==> src/hdl/uup_pkg.sv <==
// Shared constants and types of the UUID text parser.
package uup_pkg;

	localparam int unsigned UUID_BYTES = 16;
	localparam int unsigned COUNT_W    = $clog2(UUID_BYTES) + 1;
	localparam int unsigned INDEX_W    = $clog2(UUID_BYTES);
	localparam int unsigned VALUE_W    = UUID_BYTES * 8;

	localparam logic [7:0] CH_DASH  = 8'h2D;
	localparam logic [7:0] CH_OPEN  = 8'h7B;
	localparam logic [7:0] CH_CLOSE = 8'h7D;
	localparam logic [7:0] CH_0     = 8'h30;
	localparam logic [7:0] CH_9     = 8'h39;
	localparam logic [7:0] CH_LA    = 8'h61;
	localparam logic [7:0] CH_LF    = 8'h66;
	localparam logic [7:0] CH_UA    = 8'h41;
	localparam logic [7:0] CH_UF    = 8'h46;
	localparam logic [7:0] HEX_TEN  = 8'd10;

	// Character classes of one input character.
	typedef struct packed {
		logic       is_dash;
		logic       is_hex;
		logic       is_open;
		logic       is_close;
		logic [3:0] nib;
	} char_class_t;

	// Result of one finished text.
	typedef struct packed {
		logic               ok;
		logic [VALUE_W-1:0] value;
	} parse_result_t;

endpackage

==> src/hdl/uup_decode.sv <==
// Character classifier: dash, brace and hex digit decode.
module uup_decode
	import uup_pkg::*;
(
	input  logic [7:0]  char_code,
	output char_class_t cls
);

	logic [7:0] digit;

	always_comb begin
		digit        = 8'd0;
		cls.is_dash  = (char_code == CH_DASH);
		cls.is_open  = (char_code == CH_OPEN);
		cls.is_close = (char_code == CH_CLOSE);
		cls.is_hex   = 1'b1;
		if (char_code inside {[CH_0:CH_9]}) begin
			digit = char_code - CH_0;
		end else if (char_code inside {[CH_LA:CH_LF]}) begin
			digit = char_code - CH_LA + HEX_TEN;
		end else if (char_code inside {[CH_UA:CH_UF]}) begin
			digit = char_code - CH_UA + HEX_TEN;
		end else begin
			cls.is_hex = 1'b0;
		end
		cls.nib = digit[3:0];
	end

endmodule

==> src/hdl/uup_accum.sv <==
// Parse state: brace tracking, nibble pairing, byte store and error latch.
module uup_accum
	import uup_pkg::*;
(
	input  logic          clk,
	input  logic          arst_n,
	input  logic          step,
	input  char_class_t   cls,
	input  logic          is_final,
	output parse_result_t result
);

	logic [VALUE_W-1:0] store_q, store_n;
	logic [COUNT_W-1:0] count_q, count_n;
	logic [3:0]         half_nib_q, half_nib_n;
	logic               half_q, half_n;
	logic               failed_q, failed_n;
	logic               at_start_q;
	logic               opened_q, opened_n;
	logic               skip;
	logic [INDEX_W-1:0] pos;

	always_comb begin
		store_n    = store_q;
		count_n    = count_q;
		half_nib_n = half_nib_q;
		half_n     = half_q;
		failed_n   = failed_q;
		opened_n   = opened_q;
		skip       = 1'b0;
		pos        = ~count_q[INDEX_W-1:0];

		if (at_start_q && !is_final && cls.is_open) begin
			opened_n = 1'b1;
			skip     = 1'b1;
		end else if (is_final && opened_q) begin
			if (cls.is_close) begin
				skip = 1'b1;
			end else begin
				failed_n = 1'b1;
			end
		end

		if (!skip && !failed_n && !cls.is_dash) begin
			if (!cls.is_hex) begin
				failed_n = 1'b1;
			end else if (!half_q) begin
				half_nib_n = cls.nib;
				half_n     = 1'b1;
			end else if (count_q[COUNT_W-1]) begin
				failed_n = 1'b1;
			end else begin
				// Byte 0 lands in the top byte of the value.
				store_n[{pos, 3'b000} +: 8] = {half_nib_q, cls.nib};
				count_n = count_q + 1'b1;
				half_n  = 1'b0;
			end
		end

		result.ok    = !failed_n && (count_n == COUNT_W'(UUID_BYTES)) && !half_n;
		result.value = result.ok ? store_n : '0;
	end

	always_ff @(posedge clk or negedge arst_n) begin
		if (!arst_n) begin
			count_q    <= '0;
			half_nib_q <= '0;
			half_q     <= 1'b0;
			failed_q   <= 1'b0;
			at_start_q <= 1'b1;
			opened_q   <= 1'b0;
		end else if (step) begin
			if (is_final) begin
				count_q    <= '0;
				half_nib_q <= '0;
				half_q     <= 1'b0;
				failed_q   <= 1'b0;
				at_start_q <= 1'b1;
				opened_q   <= 1'b0;
			end else begin
				count_q    <= count_n;
				half_nib_q <= half_nib_n;
				half_q     <= half_n;
				failed_q   <= failed_n;
				at_start_q <= 1'b0;
				opened_q   <= opened_n;
			end
		end
	end

	// Every byte is written before a valid result reads it, so no reset.
	always_ff @(posedge clk) begin
		if (step) begin
			store_q <= store_n;
		end
	end

endmodule

==> src/hdl/uuid_text_parser.sv <==
// Top level of the UUID text parser: input register, parse logic, result register.
//
// The block reads a UUID text one character per transaction on the input
// channel (char_code, is_final; in_valid/in_ready) and gives one result
// transaction (ok, value_upper, value_lower; out_valid/out_ready) for each
// character marked is_final. Characters without the final mark give nothing.
// Dashes are ignored, hex digits of either case pair into bytes, and an
// outer pair of braces is allowed. On an invalid text ok is low and both
// value words are zero.
// A final character is accepted into the input register and parsed from there,
// and its result enters the result register when that register is free; the
// result is taken from the result register.
// Throughput: one character per cycle while in_ready is high; the parse step
// between the input register and the parse state is combinational.
// When the receiver stalls, the result is held in the result register and
// a non-final character still moves on; a final character waits in the
// input register, and only then does in_ready drop.
// Reset clears the input and result valid flags and the parse state, so the
// next character starts a new text.
module uuid_text_parser
	import uup_pkg::*;
(
	input  logic        clk,
	input  logic        arst_n,
	input  logic        in_valid,
	output logic        in_ready,
	input  logic [7:0]  char_code,
	input  logic        is_final,
	output logic        out_valid,
	input  logic        out_ready,
	output logic        ok,
	output logic [63:0] value_upper,
	output logic [63:0] value_lower
);

	logic          valid_s1;
	logic [7:0]    char_s1;
	logic          final_s1;
	logic          out_valid_q;
	logic          ok_q;
	logic [VALUE_W-1:0] value_q;
	logic          out_free;
	logic          advance;
	char_class_t   cls;
	parse_result_t result;

	// The result register can take a new result when empty or being emptied.
	assign out_free = !out_valid_q || out_ready;
	// Only a final character needs room in the result register.
	assign advance  = valid_s1 && (!final_s1 || out_free);
	assign in_ready = !valid_s1 || advance;

	always_ff @(posedge clk or negedge arst_n) begin
		if (!arst_n) begin
			valid_s1 <= 1'b0;
		end else if (in_ready) begin
			valid_s1 <= in_valid;
		end
	end

	always_ff @(posedge clk) begin
		if (in_valid && in_ready) begin
			char_s1  <= char_code;
			final_s1 <= is_final;
		end
	end

	uup_decode u_decode (
		.char_code (char_s1),
		.cls       (cls)
	);

	uup_accum u_accum (
		.clk      (clk),
		.arst_n   (arst_n),
		.step     (advance),
		.cls      (cls),
		.is_final (final_s1),
		.result   (result)
	);

	always_ff @(posedge clk or negedge arst_n) begin
		if (!arst_n) begin
			out_valid_q <= 1'b0;
		end else if (out_free) begin
			out_valid_q <= advance && final_s1;
		end
	end

	always_ff @(posedge clk) begin
		if (out_free && advance && final_s1) begin
			ok_q    <= result.ok;
			value_q <= result.value;
		end
	end

	assign out_valid   = out_valid_q;
	assign ok          = ok_q;
	assign value_upper = value_q[VALUE_W-1 -: 64];
	assign value_lower = value_q[63:0];

endmodule

==> config.mk <==
export PLATFORM = sky130hd
export DESIGN_NAME = uuid_text_parser
export DESIGN_NICKNAME = d
export VERILOG_FILES = /design/src/hdl/uup_pkg.sv /design/src/hdl/uup_decode.sv /design/src/hdl/uup_accum.sv /design/src/hdl/uuid_text_parser.sv
export SDC_FILE = /design/constraint.sdc
export NUM_CORES = 1
export LEC_CHECK = 0
export BUFFER_PORTS_ARGS = -buffer_cell sky130_fd_sc_hd__buf_2
export CORE_MARGIN = 5
export CORE_UTILIZATION = 25
export DETAILED_ROUTE_END_ITERATION = 7
export SLEW_MARGIN = 20
export SYNTH_ARGS = -nofsm -noshare
export SYNTH_HDL_FRONTEND = slang
export SYNTH_SLANG_ARGS = --single-unit
==> constraint.sdc <==
create_clock -name clk -period 8.4 [get_ports clk]
set_input_delay 1.68 -clock clk [delete_from_list [all_inputs] [get_ports clk]]
set_output_delay 1.68 -clock clk [all_outputs]
set_load 0.02 [all_outputs]
==> run summary <==
Outcome = completed
Worst min path class = reg2reg
Slew Limit Headroom = 32.15%
CP top delay family = buffers and inverters
Setup TNS = 0 ns
Max Root-Sink Buffers = 3
Critical path type = in2reg
Multi-input logic area = 0.003522 mm^2
Post-Syn Instances = 851
Fin nets = 1009
Vias = 7241
Slew of the pin with the lowest slew margin = 1.018 ns
Flop-to-flop setup slack = 4.16 ns
Avg Cell Area, Syn = 14.22 um^2
Met3 Track Usage GR = 2.751%
Fillers = 4824
Total setup buffers inserted after CTS = 0
Syn Nets = 871
Yosys top cell area share = 66.00%
Crit path DAT = 4.90 ns
Reg-to-reg startpoint = final_s1
Largest net degree at the start of global routing = 103
CTS tree = built
Post-synth EDFFs = 266
Share of cells above drive strength 1 = 33.07%
Root buffer cell = clkbuf_16
Post-synth ARST share = 5.338%
Total grt overflow = 0
TritonRoute pass-1 iters = 5
Clock latency on the worst-skew pair = 0.56 ns
GRT met2 Usage = 17.73%
PwrDens = 224.3 mW/mm^2
Port bufs = 143
Predominant post-synthesis flop cell = edfxtp_1
GRT busiest layer = met2
WL final = 29980 um
Max stage delay on crit path = 0.81 ns
# diodes = 0
Clock Skews = 0.01386 ns
Leakage = 5.022 nW
Gr usage total = 10.85%
Routed wire per std cell = 18.42 um
Setup ws final = 3.680 ns
Initial DRC Count = 554
Critical Path Source Type = primary input
Final cycle utilization of the critical path = 56.19%
DIE AREA = 0.05291 mm^2
Hold path start = u_accum.at_start_q
CP max-delay cell = inv_4
Antenna violations before repair = 0
Ports = 144
Post-route DRC = 0
CTS Buf Count = 30
Fmax = 211.9 MHz
Setup Viol. Count Final = 0
GPL Wtd Cong = 0.8528
Starting Density = 25.30%
Chip Width = 230.0 um
Register area = 0.008364 mm^2
Htree depth = 1
Max-cap violations = 0
HPWL after DPL = 20030 um
Top-count cell post-synth = edfxtp_1
Remaining antenna violation count after routing = 0
P&R area growth vs syn = 19.47%
Cts repair resizes = 0
Fin. Hold Viols = 0
Clk sink count = 281
Synth Register Bits = 281
Top cells by count, synth = edfxtp_1 (266), nand2_1 (102), nor2b_1 (93), mux2_2 (90), a21oi_1 (42)
Core ar. = 0.04785 mm^2
Number of global-route vias before repair = 7005
Vert. Die Dim = 230.0 um
Worst hold slack = 0.4782 ns
Peak VDD IR = 0.1526 mV
Design Power = 3.244 mW
Hold-fix buffers at CTS = 0
Std-Cell Rows = 80
Area of the mapped netlist = 0.01210 mm^2
WP data required = 8.58 ns
CP bufs+invs = 4
Worst setup EP type = flip-flop
Placement Setup Slack = 3.003 ns
Clock slew at reported path FFs = 0.07 ns
Count of pins over their slew limit = 0
Tmin final = 4.720 ns
First-pass GRT wire length = 44790 um
Worst-path cell chain = buf_2, nand3b_1, nand2_1, inv_4, nand2_1, inv_4, buf_4
Seq/Total Area, Yosys = 69.11%
CP Launch Point = out_ready
Synth warnings = 0
Most area-consuming cells after synthesis = edfxtp_1 (66%), mux2_2 (8.4%), nor2b_1 (4.8%)
Largest fanout on the critical path = 80
RSZ-0062 raised after global routing = false
Synth cell types = 64
Met1 Track Usage GR = 14.54%
Drt via density = 4.448
Area leader, netlist = edfxtp_1
==> cell usage in the layout, fill, tap and decap left out, drive strengths merged, types with 3 or more instances in the layout <==
master and count:
edfxtp 266, ha 7, o311ai 3, nor4 6, inv 19, a211oi 3, dfrtp 14, clkbuf 34
nand3 12, clkinv 15, or2 28, nor2 31, buf 147, or3 7, mux2i 5, or4 5
nand4 5, nand3b 3, o21ai 5, a21oi 46, nor3 15, nand2 102, a31oi 4, and2 4
mux2 90, nand2b 9, nor2b 93
==> kinds of logic (layout without fill, tap and decap cells) <==
logic type                 Yosys count  in the layout  synth area share, %
adders and majority gates            7              7               0.7236
and+or+nand+nor                    333            333                15.22
DFF                                281            281                69.11
buffers and inverters               56            218                2.016
AOI/OAI and AO/OA                   76             76                3.929
muxes                               95             95                8.787
xor gates and xnor gates             3              3               0.2171
==> flip-flops by register name (all words and copies together) (netlist names) <==
signal              count
u_accum.failed_q        1
u_accum.half_q          1
value_q               128
u_accum.half_nib_q      4
u_accum.store_q       128
valid_s1                1
u_accum.opened_q        1
ok                      1
u_accum.count_q         5
u_accum.at_start_q      1
out_valid               1
final_s1                1
char_s1                 8
==> where the power goes <==
part           leakage (nW)  switching, mW  internal [mW]
Clock                 0.485          0.571          0.747
Sequential             2.61         0.0550           1.61
Combinational          1.93          0.187         0.0708
==> stage by stage <==
stage               utilization (%)  area [um^2]  std cells
finish                        30.22        14460       1628
CTS                           30.20        14450       1628
global placement              28.12        13450       1572
global route                  30.22        14460       1628
detailed placement            28.12        13460       1572
floorplan                         -        12100        851
==> area by class of cell <==
class                      instances  area share (%)
clock buffer                      34           5.443
clock inverter                    22           1.419
inverter                          15          0.4240
multi-input combinational        514           24.36
sequential                       281           57.85
tap                              615           5.322
timing repair buffer             147           5.183
==> path summary, 6_finish.rpt <==
check                                     end  cells after the start
max                               value_q[15]                      7
min                        u_accum.at_start_q                      2
max reg2reg                       value_q[15]                      6
min reg2reg                u_accum.at_start_q                      2
max in group asynchronous  u_accum.at_start_q                      1
min in group asynchronous            valid_s1                      1
==> worst register-to-register path, delay by kind of cell, from the launching register on <==
family | cells | cell delay, ns
and+or+nand+nor | 3 | 0.80
DFF | 1 | 0.67
buffers and inverters | 3 | 2.34
==> per-layer routing <==
metal | routed length [um] | vias to the layer above
met1 | 13290 | 3568
li1 | - | 3406
met5 | 0 | -
met2 | 14090 | 214
met3 | 1884 | 53
met4 | 714 | 0
Note: power is estimated with default switching activity, not from simulation.
